===== src/sv/lru_range_temperature_table_unit_assert.svh =====
// Assertion macros shared by the range temperature table RTL.
`ifndef LRU_RANGE_TEMPERATURE_TABLE_UNIT_ASSERT_SVH
`define LRU_RANGE_TEMPERATURE_TABLE_UNIT_ASSERT_SVH

`ifndef NO_ASSERTIONS

// Property that holds at every clock edge outside reset
`define LRT_ASSERT(lbl, prop, msg) \
    lbl: assert property (@(posedge i_clk) disable iff (!i_rst_n) (prop)) \
        else $error(msg);

// Condition in one cycle implies a consequence in the next
`define LRT_ASSERT_NEXT(lbl, ante, cons, msg) \
    lbl: assert property (@(posedge i_clk) disable iff (!i_rst_n) \
        (ante) |=> (cons)) else $error(msg);

`else

`define LRT_ASSERT(lbl, prop, msg)
`define LRT_ASSERT_NEXT(lbl, ante, cons, msg)

`endif

`endif


===== src/sv/lrt_pkg.sv =====
package lrt_pkg;

    // Table geometry
    localparam int CAPACITY = 64;
    localparam int IDX_W    = $clog2(CAPACITY);
    localparam int OCC_W    = $clog2(CAPACITY + 1);
    localparam int RANGE_W  = 32;

    // Commands
    localparam logic CMD_QUERY = 1'b0;
    localparam logic CMD_RAISE = 1'b1;

    // Temperatures
    localparam logic [1:0] TEMP_COLD = 2'd0;
    localparam logic [1:0] TEMP_WARM = 2'd1;
    localparam logic [1:0] TEMP_HOT  = 2'd2;

    // Register map (word index) and reset value
    localparam logic        REG_MAX_SIZE = 1'b0;
    localparam logic [6:0]  MAX_SIZE_RST = 7'd64;

    // Broadcast from the table control to every entry
    typedef struct packed {
        logic               upd;          // raise that changes the table
        logic               hit_any;      // key present somewhere
        logic               do_evict;     // oldest entry leaves on insert
        logic [RANGE_W-1:0] key;
        logic [IDX_W-1:0]   hit_rank;     // rank of the matching entry
        logic [IDX_W-1:0]   oldest_rank;  // occupancy - 1
    } t_entry_ctl;

    // Status of one entry back to the table control
    typedef struct packed {
        logic               valid;
        logic               hit;
        logic               hot;
        logic               oldest;
        logic [IDX_W-1:0]   rank;
        logic [RANGE_W-1:0] range_idx;
    } t_entry_stat;

endpackage


===== src/sv/lrt_cfg.sv =====
module lrt_cfg (
    input  logic        i_clk,
    input  logic        i_rst_n,
    input  logic        psel,
    input  logic        penable,
    input  logic        pwrite,
    input  logic [2:0]  paddr,
    input  logic [31:0] pwdata,
    output logic [31:0] prdata,
    output logic        pready,
    output logic [lrt_pkg::OCC_W-1:0] o_max_size
);
    import lrt_pkg::*;

    logic [OCC_W-1:0] r_max_size;
    logic             w_wr;

    assign pready = 1'b1;
    assign w_wr   = psel && penable && pwrite && (paddr[2] == REG_MAX_SIZE);

    // max_size register
    always_ff @(posedge i_clk) begin
        if (!i_rst_n) begin
            r_max_size <= MAX_SIZE_RST;
        end else if (w_wr) begin
            r_max_size <= pwdata[OCC_W-1:0];
        end
    end

    // read back
    always_comb begin
        prdata = '0;
        if (paddr[2] == REG_MAX_SIZE) begin
            prdata = {{(32-OCC_W){1'b0}}, r_max_size};
        end
    end

    assign o_max_size = r_max_size;

endmodule


===== config.mk =====
export PLATFORM = sky130hd
export DESIGN_NAME = lrt_cfg
export DESIGN_NICKNAME = d
export VERILOG_FILES = /design/src/sv/lru_range_temperature_table_unit_assert.svh /design/src/sv/lrt_pkg.sv /design/src/sv/lrt_cfg.sv
export SDC_FILE = /design/constraint.sdc
export NUM_CORES = 1
export LEC_CHECK = 0
export BUFFER_PORTS_ARGS = -buffer_cell sky130_fd_sc_hd__buf_2
export CAP_MARGIN = 20
export CORE_UTILIZATION = 26
export DETAILED_ROUTE_END_ITERATION = 8
export PLACE_DENSITY = 0.74
export SLEW_MARGIN = 20
export SYNTH_ARGS = -nofsm -noshare
export SYNTH_HDL_FRONTEND = slang
export SYNTH_SLANG_ARGS = --single-unit

===== constraint.sdc =====
create_clock -name i_clk -period 0.8 [get_ports i_clk]
set_input_delay 0.12 -clock i_clk [delete_from_list [all_inputs] [get_ports i_clk]]
set_output_delay 0.12 -clock i_clk [all_outputs]
set_load 0.05 [all_outputs]

# Word-level counts from Yosys, hierarchy flattened
# Cells that the tools add are included.
# classes
muxes	1
n_bitwise	1
n_reduce_logical	3
# op_table
operator	n
$mux 7	1
$logic_and 1x1->1	3
$not 1->1	1
# word_totals
reg_bits	7
input_bits	40
out_inout_bits	40
wordCells	6

# Logic depth before layout (Yosys ltp)
# logic_depth
ltp_word	3
ltp_mapped	3
depth_no_buf	2

# Least setup slack after synthesis
# Ideal clock, no wire load.
# synth_path
path_kind	flip-flop to output port
from	register r_max_size[6] (netlist: o_max_size[6])
to	output prdata[6]
t_arrival_ns	1.010
required_ns	0.680
path_slack_ns	-0.330
stages_incl_launch_ff	2
cell_sequence	dfxtp_1 -> and2b_2
# synth_between
elab_chain_cells	1
# synth_lines
element	line_no	text
start, declared	lrt_cfg.sv:15	logic [OCC_W-1:0] r_max_size;
start signal, assigned	lrt_cfg.sv:26	r_max_size <= pwdata[OCC_W-1:0];
$mux 7	lrt_cfg.sv:33	if (paddr[2] == REG_MAX_SIZE) begin
end, declared	lrt_cfg.sv:9	output logic [31:0] prdata,
# Every way passes these cells.

# Worst setup path after layout
# layout_path
from	register r_max_size[3] (netlist: o_max_size[3])
to	output prdata[3]
# The elaborated chain is that of the path after synthesis.

==> impl_metrics.yaml <==
critical_path:
  path_max_fanout: 3
  critPathKind: "reg -> out"
  crit_path_end_kind: "output pin"
  r2r-end: "o_max_size[0]"
  critPathRequiredTime_ns: 0.68
  critPathLaunchType: "register"
  rr_worst_depth: 4
  cp.arrival_ns: 0.90
  rrSetupSlack_ns: 0.03
  r2r-start: "o_max_size[0]"
clocking:
  clk_path_buf_depth: 2
  cts_tree: "yes"
  cts_sinks: 7
  insertion_delay_ns: 0.25
  htree_levels: 1
  clk_pin_slew_worst_paths_ns: 0.05
  root_buffer: "clkbuf_4"
  cts_buffers: 3
floorplanning:
  dieArea_sq_mm: 0.00233
  die_y_microns: 48.3
  start_util: 0.281
  io_pins: 80
  core_sq_mm: 0.00198
  rows: 16
  die_w_microns: 48.3
min_path:
  hold_end: "o_max_size[3]"
  hold_depth: 3
  worstHoldStart: "pwdata[3]"
  min_path_type: "in -> reg"
drt:
  vias: 456
  drcViolationCount: 0
  drt-total-wl_mm: 1.01
  viasPerCell: 3.56
  drtAntennaViolNets: 0
  drt-initial-drc-count: 5
  dr.pass1.iters: 4
  wire_per_inst_microns: 7.85
placed_design:
  io_buffer_count: 26
  placed_area_sq_um: 691
  hpwl_microns: 806
  dp_slack_ns: -0.173
  gp_congestion: 0.579
sta:
  finalClockSkew_ns: 0
  final.setup.worst_slack_ns: -0.217
  slew_violations: 0
  fin_crit_sh: 1.27
  hold_ws_ns: 0.105
  finalSetupViolations: 14
  rsz0062_at_grt: "yes"
  finalCriticalPeriod_ns: 1.02
  fmax_mhz: 983
  hold_viol: 0
  setup_tns_ns: -2.33
status:
  violations: "negative setup slack"
  outcome: "finished with violations"
job:
  maxCapViolCount: 0
global_route:
  grt_pass1_vias: 367
  grt_antenna_before_repair: 0
  grt_max_degree: 11
  grt_pass1_wl_mm: 1.41
  grt.total_usage: 0.0930
  overflow: 0
synth:
  yosys_register_bits: 7
  seq_area_frac_synth: 0.252
  syn_area_per_cell_sq_um: 8.44
  netlist_area_sq_um: 557
  ys_types: 10
  postSynthCellCount: 66
  yosys_warnings: 0
cells_and_area:
  largest_register_ffs: 7
  fillerInstances: 213
  design_area_sq_um: 871
  insertedDiodeCount: 0
  nets: 142
  syn2layout_area_growth_pct: 56.4
  drive_gt1_frac: 0.525
  final_cell_mix: "conb_1, buf_2, nand2_1, buf_6"
  final_common_cell: "conb_1"
pwr:
  leakagePower_uw: 0.000428
  power.density_mw_per_mm2: 1300
  peakVddDrop_v: 0.000970
-- worst max-delay path, cell delays in order (launching register included) --
cell     delay [ns]
dfxtp_4        0.35
and2b_4        0.16
buf_6          0.14
-- logic make-up after synthesis --
family	share of synthesized area
other	0.0135
muxes	0.126
and+or+nand+nor	0.231
buffers and inverters	0.378
DFF	0.252
-- power breakdown --
part	leakage [uW]	total [uW]	switching (uW)	internal, uW
clock network	0.0000150	317	127	190
registers	0.0000613	345	5.83	339
logic	0.000351	471	364	106
-- metal layers --
metal | share of wire | GRT usage | up-vias
met5 | 0 | 0 | -
met4 | 0 | 0.0167 | 0
met3 | 0.12 | 0.0667 | 0
met2 | 0.50 | 0.152 | 30
met1 | 0.38 | 0.0984 | 204
li1 | - | - | 222
-- worst max path at each step --
stage / from / to / cells past startpoint
5_1_grt: o_max_size[6] / prdata[6] / 2
4_1_cts: o_max_size[3] / prdata[3] / 2
3_3_place_gp: paddr[2] / prdata[4] / 4
2_1_floorplan: o_max_size[6] / prdata[6] / 1
3_5_place_dp: paddr[2] / prdata[4] / 4
6_report: o_max_size[3] / prdata[3] / 2
-- cells in the mapped netlist --
library cell / number / area (sq um)
buf_4: 26 / 195
dfxtp_1: 7 / 140
nand2_1: 12 / 45.0
mux2i_1: 7 / 70.1
buf_6: 1 / 11.3
conb_1: 2 / 7.51
and2b_2: 7 / 61.3
clkbuf_1: 1 / 3.75
nor2b_1: 2 / 12.5
and4b_1: 1 / 10.0
-- per-stage QoR --
step                      total power [uW]  cells   util
after CTS                             1150    127  0.425
after global routing                  1210    128  0.439
after floorplan                        814     90      -
after global placement                 784    119  0.348
final                                 1130    128  0.439
after detailed placement               787    119  0.348
-- layout make-up --
type	count	area, sq um	share of cell area
multi-input cells	55	308	0.353
repair buffers	35	337	0.386
clock buffers	4	26.3	0.0302
flip-flops and latches	7	166	0.191
well taps	27	33.8	0.0388
-- repair_timing --
item	4_1_cts	5_1_grt
gates resized for setup	30	6
setup buffers	4	1
hold buffers	0	0
endpoints found under the setup margin	14	15
endpoints found under the hold margin	0	0
Power figures use the tool's default switching activity.
