==> src/sv/lru_range_temperature_table_unit_assert.svh <==
// Assertion macros shared by the range temperature table RTL.
`ifndef LRU_RANGE_TEMPERATURE_TABLE_UNIT_ASSERT_SVH
`define LRU_RANGE_TEMPERATURE_TABLE_UNIT_ASSERT_SVH

`ifndef NO_ASSERTIONS

// Property that holds at every clock edge outside reset
`define LRT_ASSERT(lbl, prop, msg) \
    lbl: assert property (@(posedge i_clk) disable iff (!i_rst_n) (prop)) \
        else $error(msg);

// Condition in one cycle implies a consequence in the next
`define LRT_ASSERT_NEXT(lbl, ante, cons, msg) \
    lbl: assert property (@(posedge i_clk) disable iff (!i_rst_n) \
        (ante) |=> (cons)) else $error(msg);

`else

`define LRT_ASSERT(lbl, prop, msg)
`define LRT_ASSERT_NEXT(lbl, ante, cons, msg)

`endif

`endif

==> src/sv/lrt_pkg.sv <==
package lrt_pkg;

    // Table geometry
    localparam int CAPACITY = 64;
    localparam int IDX_W    = $clog2(CAPACITY);
    localparam int OCC_W    = $clog2(CAPACITY + 1);
    localparam int RANGE_W  = 32;

    // Commands
    localparam logic CMD_QUERY = 1'b0;
    localparam logic CMD_RAISE = 1'b1;

    // Temperatures
    localparam logic [1:0] TEMP_COLD = 2'd0;
    localparam logic [1:0] TEMP_WARM = 2'd1;
    localparam logic [1:0] TEMP_HOT  = 2'd2;

    // Register map (word index) and reset value
    localparam logic        REG_MAX_SIZE = 1'b0;
    localparam logic [6:0]  MAX_SIZE_RST = 7'd64;

    // Broadcast from the table control to every entry
    typedef struct packed {
        logic               upd;          // raise that changes the table
        logic               hit_any;      // key present somewhere
        logic               do_evict;     // oldest entry leaves on insert
        logic [RANGE_W-1:0] key;
        logic [IDX_W-1:0]   hit_rank;     // rank of the matching entry
        logic [IDX_W-1:0]   oldest_rank;  // occupancy - 1
    } t_entry_ctl;

    // Status of one entry back to the table control
    typedef struct packed {
        logic               valid;
        logic               hit;
        logic               hot;
        logic               oldest;
        logic [IDX_W-1:0]   rank;
        logic [RANGE_W-1:0] range_idx;
    } t_entry_stat;

endpackage

==> src/sv/lrt_entry.sv <==
module lrt_entry (
    input  logic                 i_clk,
    input  logic                 i_rst_n,
    input  lrt_pkg::t_entry_ctl  i_ctl,
    input  logic                 i_ins,
    output lrt_pkg::t_entry_stat o_stat
);
    import lrt_pkg::*;

    logic               r_valid;
    logic               r_hot;
    logic [IDX_W-1:0]   r_rank;
    logic [RANGE_W-1:0] r_range;
    logic               w_hit;
    logic               w_oldest;
    logic               w_evict_me;

    // tag compare and age check
    assign w_hit      = r_valid && (r_range == i_ctl.key);
    assign w_oldest   = r_valid && (r_rank == i_ctl.oldest_rank);
    assign w_evict_me = i_ctl.do_evict && w_oldest;

    // control state: valid, hot, rank
    always_ff @(posedge i_clk) begin
        if (!i_rst_n) begin
            r_valid <= 1'b0;
            r_hot   <= 1'b0;
            r_rank  <= '0;
        end else if (i_ctl.upd) begin
            if (i_ctl.hit_any) begin
                // promote the hit, age the younger ones
                if (w_hit) begin
                    r_rank <= '0;
                    r_hot  <= 1'b1;
                end else if (r_valid && (r_rank < i_ctl.hit_rank)) begin
                    r_rank <= r_rank + IDX_W'(1);
                end
            end else if (i_ins) begin
                r_valid <= 1'b1;
                r_hot   <= 1'b0;
                r_rank  <= '0;
            end else if (w_evict_me) begin
                r_valid <= 1'b0;
                r_hot   <= 1'b0;
                r_rank  <= '0;
            end else if (r_valid) begin
                r_rank <= r_rank + IDX_W'(1);
            end
        end
    end

    // tag payload
    always_ff @(posedge i_clk) begin
        if (i_ctl.upd && !i_ctl.hit_any && i_ins) begin
            r_range <= i_ctl.key;
        end
    end

    always_comb begin
        o_stat.valid     = r_valid;
        o_stat.hit       = w_hit;
        o_stat.hot       = r_hot;
        o_stat.oldest    = w_oldest;
        o_stat.rank      = r_rank;
        o_stat.range_idx = r_range;
    end

endmodule

==> config.mk <==
export PLATFORM = sky130hd
export DESIGN_NAME = lrt_entry
export DESIGN_NICKNAME = d
export VERILOG_FILES = /design/src/sv/lru_range_temperature_table_unit_assert.svh /design/src/sv/lrt_pkg.sv /design/src/sv/lrt_entry.sv
export SDC_FILE = /design/constraint.sdc
export NUM_CORES = 1
export LEC_CHECK = 0
export BUFFER_PORTS_ARGS = -buffer_cell sky130_fd_sc_hd__buf_2
export CORE_MARGIN = 2
export CORE_UTILIZATION = 40
export DETAILED_ROUTE_END_ITERATION = 7
export GPL_TIMING_DRIVEN = 1
export PLACE_DENSITY = 0.74
export SKIP_LAST_GASP = 1
export SLEW_MARGIN = 0
export SYNTH_ARGS = -nofsm -noshare
export SYNTH_HDL_FRONTEND = slang
export SYNTH_SLANG_ARGS = --single-unit
==> constraint.sdc <==
create_clock -name i_clk -period 3.05 [get_ports i_clk]
set_input_delay 0.61 -clock i_clk [delete_from_list [all_inputs] [get_ports i_clk]]
set_output_delay 0.61 -clock i_clk [all_outputs]
set_load 0.02 [all_outputs]
-- Word level (Yosys, flattened, before mapping)
Index checks and enable logic that the tools add are counted.
- $add $sub $neg: 1
- multipliers: 0
- div/mod/pow operators: 0
- order comparisons: 1
- equal/unequal tests: 4
- shift-type cells: 0
- muxes and demuxes: 11
- bitwise operators: 1
- reduce and logical (&&, ||, !) cells: 13
- operators by type and width (operator ; number):
    6-bit two-way mux ; 6
    32-bit == test ; 1
    3-bit AND reduction ; 3
    6-bit by 1-bit adder with 6-bit output (second input constant) ; 1
    6-bit == test ; 1
    1-bit logical AND ; 6
    6-bit less-than comparator ; 1
    1-bit two-way mux ; 5
    4-bit nonzero test ; 1
    3-bit by 1-bit != test with 1-bit output (second input constant) ; 1
    3-bit nonzero test ; 1
    2-bit by 1-bit != test with 1-bit output (second input constant) ; 1
    2-bit nonzero test ; 1
    1-bit zero test ; 1
    1-bit NOT ; 1
- flip-flop bits (word level): 40
- bits in latches: 0
- memory bits (writable): 0
- memory bits (read-only): 0
- output and inout bits: 42
- memories: 0

-- Longest topological paths before layout
- word-level depth: 6
- mapped depth: 9
- depth with buffers taken out: 9

-- Worst setup path before layout
Ideal clock, no wire load.
- path kind: input -> register
- from: input i_ctl[24] (netlist bit)
- to: register r_rank[3]
- library setup time: 0.116 ns
- data arrival time: 2.452 ns
- data required time: 2.934 ns
- path slack: 0.483 ns
- cell stages on the path: 7
- path buffers: 0
- cell sequence: xnor2_1 nand4_1 or4_1 or4_4 a41oi_4 nor3b_1 a31o_1
- word-level cells in the longest chain between the ends: 4
- elaborated cells on any way between the ends: 6
- those cells by class: eq/ne (2); mux (2); reduce/logical (2)
- RTL lines (element ; RTL line ; source):
    start, declared ; lrt_entry.sv:4 ; input lrt_pkg::t_entry_ctl i_ctl,
    32-bit == test (*) ; lrt_entry.sv:19 ; assign w_hit = r_valid && (r_range == i_ctl.key);
    1-bit logical AND (*) ; lrt_entry.sv:19 ;
    3-bit by 1-bit != test with 1-bit output (no source line) or 6-bit two-way mux (tied branches) ; -- ;
    3-bit AND reduction (no source line) or 6-bit two-way mux (tied branches) ; -- ;
    end signal, assigned ; lrt_entry.sv:36 ; r_rank <= r_rank + IDX_W'(1);
    end signal, assigned ; lrt_entry.sv:47 ; r_rank <= r_rank + IDX_W'(1);
    end, declared ; lrt_entry.sv:12 ; logic [IDX_W-1:0] r_rank;
Mark *: on every way between the ends. The rest lies on a longest branch, timed or not.
A chain may end at the register's enable or synchronous reset.

==> metrics.csv <==
stage,metric,value,unit
timing,Final TNS setup,0,ns
timing,fin crit share,92.1,%
route,drt initial violations,50,
floorplan,Die W,74.9,um
floorplan,I/O Pins,92,
floorplan,Initial Util,42.0,%
synth,Mapped Cells,160,
timing,Clock Skew,0.00878,ns
route,top layer in use,met4,
synth,post-synthesis sequential area ratio,55.8,%
route,Vias,1492,
power_and_ir_drop,VDD IR max,322,uV
clock_network,post-CTS setup buffers,0,
setup_path,CP endpoint kind,output pin,
grt,GRT Total Usage,15.7,%
timing,fmax,0.356,GHz
power_and_ir_drop,total power,1120,uW
synth,Synth area leader,edfxtp_1,
floorplan,core area,4790,um^2
place,hpwl dp,3510,um
route,WL met1,1910,um
route,routed wire length per instance,13.4,um
synth,most common library cells after synthesis,"edfxtp_1, xnor2_1, xor2_1",
place,RePlAce Congestion,0.774,
final_layout,layout cell share with drive strength beyond 1,40.0,%
synth,ys flop type,edfxtp_1,
setup_path,worst setup path category,in2out,
synth,YS warnings,0,
synth,Synthesized Nets,216,
synth,synthesized area per cell,12.6,um^2
floorplan,std cell rows,25,
timing,RSZ-0062 raised after global routing,no,
setup_path,worst-path fanout max,2,
floorplan,Die H,74.9,um
route,overall routed net length,4320,um
synth,Post-Syn Area,2010,um^2
clock_network,clock root cell,clkbuf_8,
clock_network,clock slew at reported path FFs,0.07,ns
grt,gr ovfl total,0,
place,# port buffers,91,
synth,ys async rst share,0,%
setup_path,reg2reg path depth,7,
clock_network,Max clock buf depth,2,
grt,number of global-route vias before repair,1413,
setup_path,Worst EP arrival,2.20,ns
timing,max_slew headroom,64.4,%
grt,largest net degree at the start of global routing,33,
clock_network,post-CTS sizing,0,
setup_path,required time at the worst-slack endpoint,2.44,ns
synth,top cell type's share of synthesized area,47.8,%
route,DRC violation count after routing,0,
final_layout,antenna fix cells,0,
clock_network,total CTS buffers,5,
clock_network,Hold Buf Count CTS,0,
final_layout,fin nets,310,
timing,post-route minimum period,2.81,ns
grt,first-pass GRT wire length,6600,um
timing,worst hold margin,0.503,ns
floorplan,die footprint,5610,um^2
worst_hold_path,Hold WC Path Type,reg2reg,
status,outcome,"finished, final reports clean",
synth,Synth area leaders,"edfxtp_1, xnor2_1, dfxtp_1",
setup_path,Reg-to-Reg End,r_rank[3],
timing,Least-Margin Pin Slew,0.531,ns
timing,Final setup violation count,0,
synth,"count leader, synth",edfxtp_1,
synth,Post-synth EDFFs,32,
run,Max Cap Viol,0,
route,DR WL met2,2180,um
synth,register bit count reported by yosys,40,
clock_network,Clock Sinks,40,
clock_network,htree depth,2,
power_and_ir_drop,pwr/cell area,429,nW/um^2
route,first drt pass iteration count,4,
place,pre-CTS setup slack,0.180,ns
synth,synth unique cells,39,
setup_path,CP startpoint,i_ctl[25],
route,metal3 WL,180,um
clock_network,CTS tree,built,
setup_path,r2r setup slk,0.50,ns
setup_path,Worst Setup EP,o_stat[40],
setup_path,R2R Path Start,r_range[31],
setup_path,startpoint class of the critical path,input port,
timing,Max Slew Vio Count,0,
final_layout,P&R area growth vs syn,29.7,%
power_and_ir_drop,leakage power,0.00109,uW
timing,final setup margin,0.241,ns
final_layout,Fill cells,433,
route,antenna-violating nets left,0,
timing,Fin. Hold Viols,0,
grt,antenna violations before repair,0,
clock_network,worst-skew pair later-pin latency,0.28,ns
route,Vias per Instance,4.63,
## sequential cells by signal, indices dropped and copies added, names as in the netlist
signal / count
r_range: 32
r_rank: 6
r_hot: 1
r_valid: 1
## layout make-up
type | instances | area [um^2] | share of cell area [%]
Sequential cell | 40 | 1120 | 43.0
Inverter | 9 | 33.8 | 1.30
Tap cell | 67 | 83.8 | 3.21
Clock inverter | 2 | 11.3 | 0.432
Multi-Input combinational cell | 106 | 822 | 31.5
Clock buffer | 6 | 72.6 | 2.78
Timing Repair Buffer | 92 | 463 | 17.8
## layout by cell type, fill, tap and decap left out, types with 3 or more instances in the layout
cell | synthesis | routed
a21oi_1 | 4 | 4
a31o_1 | 3 | 3
buf_2 | 0 | 91
clkbuf_8 | 0 | 5
dfxtp_1 | 8 | 8
edfxtp_1 | 32 | 32
ha_1 | 6 | 6
inv_1 | 9 | 9
nand2_1 | 10 | 10
nand3_1 | 4 | 4
nand4_1 | 3 | 3
nor2b_1 | 3 | 3
nor4_1 | 5 | 5
xnor2_1 | 21 | 21
xor2_1 | 17 | 17
## worst min-delay path by stage
stage | cells past startpoint | from | end | slack [ns]
global placement | 2 | r_hot | r_hot | 0.51
CTS | 2 | r_hot | r_hot | 0.51
finish | 2 | r_hot | r_hot | 0.50
global route | 1 | i_ctl[37] | r_range[25] | 0.51
floorplan | 2 | r_hot | r_hot | 0.45
detailed placement | 2 | r_hot | r_hot | 0.49
## cell families (layout without fill, tap and decap cells)
kind of cell / after synthesis / in the layout / share of synthesized area [%]
multiplexers: 1 / 1 / 0.498
AO/OA/AOI/OAI: 21 / 21 / 8.53
XOR/XNOR: 38 / 38 / 16.6
flip-flops: 40 / 40 / 55.8
AND/OR/NAND/NOR: 40 / 40 / 11.6
adder cells (fa/ha/maj): 6 / 6 / 3.73
buffers and inverters: 14 / 109 / 3.36
## power by group
part	leakage, uW	switching (uW)	internal [uW]	total [uW]
sequential	0.000359	15.9	614	630
combinational	0.000691	88.7	72.5	161
clock	0.0000388	169	159	327
## metrics by stage
stage                     area [um^2]  utilization (%)  std cells
final                            2610             54.5        322
after global routing             2610             54.5        322
after CTS                        2610             54.5        322
after detailed placement         2520             52.7        314
after global placement           2520             52.7        314
after floorplan                  2010                -        160
## per-layer routing
layer | up-vias | global-route usage, %
met5 | - | 0
met4 | 0 | 5.56
met3 | 4 | 2.95
met2 | 48 | 26.9
met1 | 669 | 19.9
li1 | 771 | -
## critical path: stages
cell     delay [ns]
buf_2          0.11
xnor2_1        0.16
nand4_1        0.10
or4_1          0.60
nor4_1         0.37
buf_2          0.24
(Power assumes the default switching activity.)
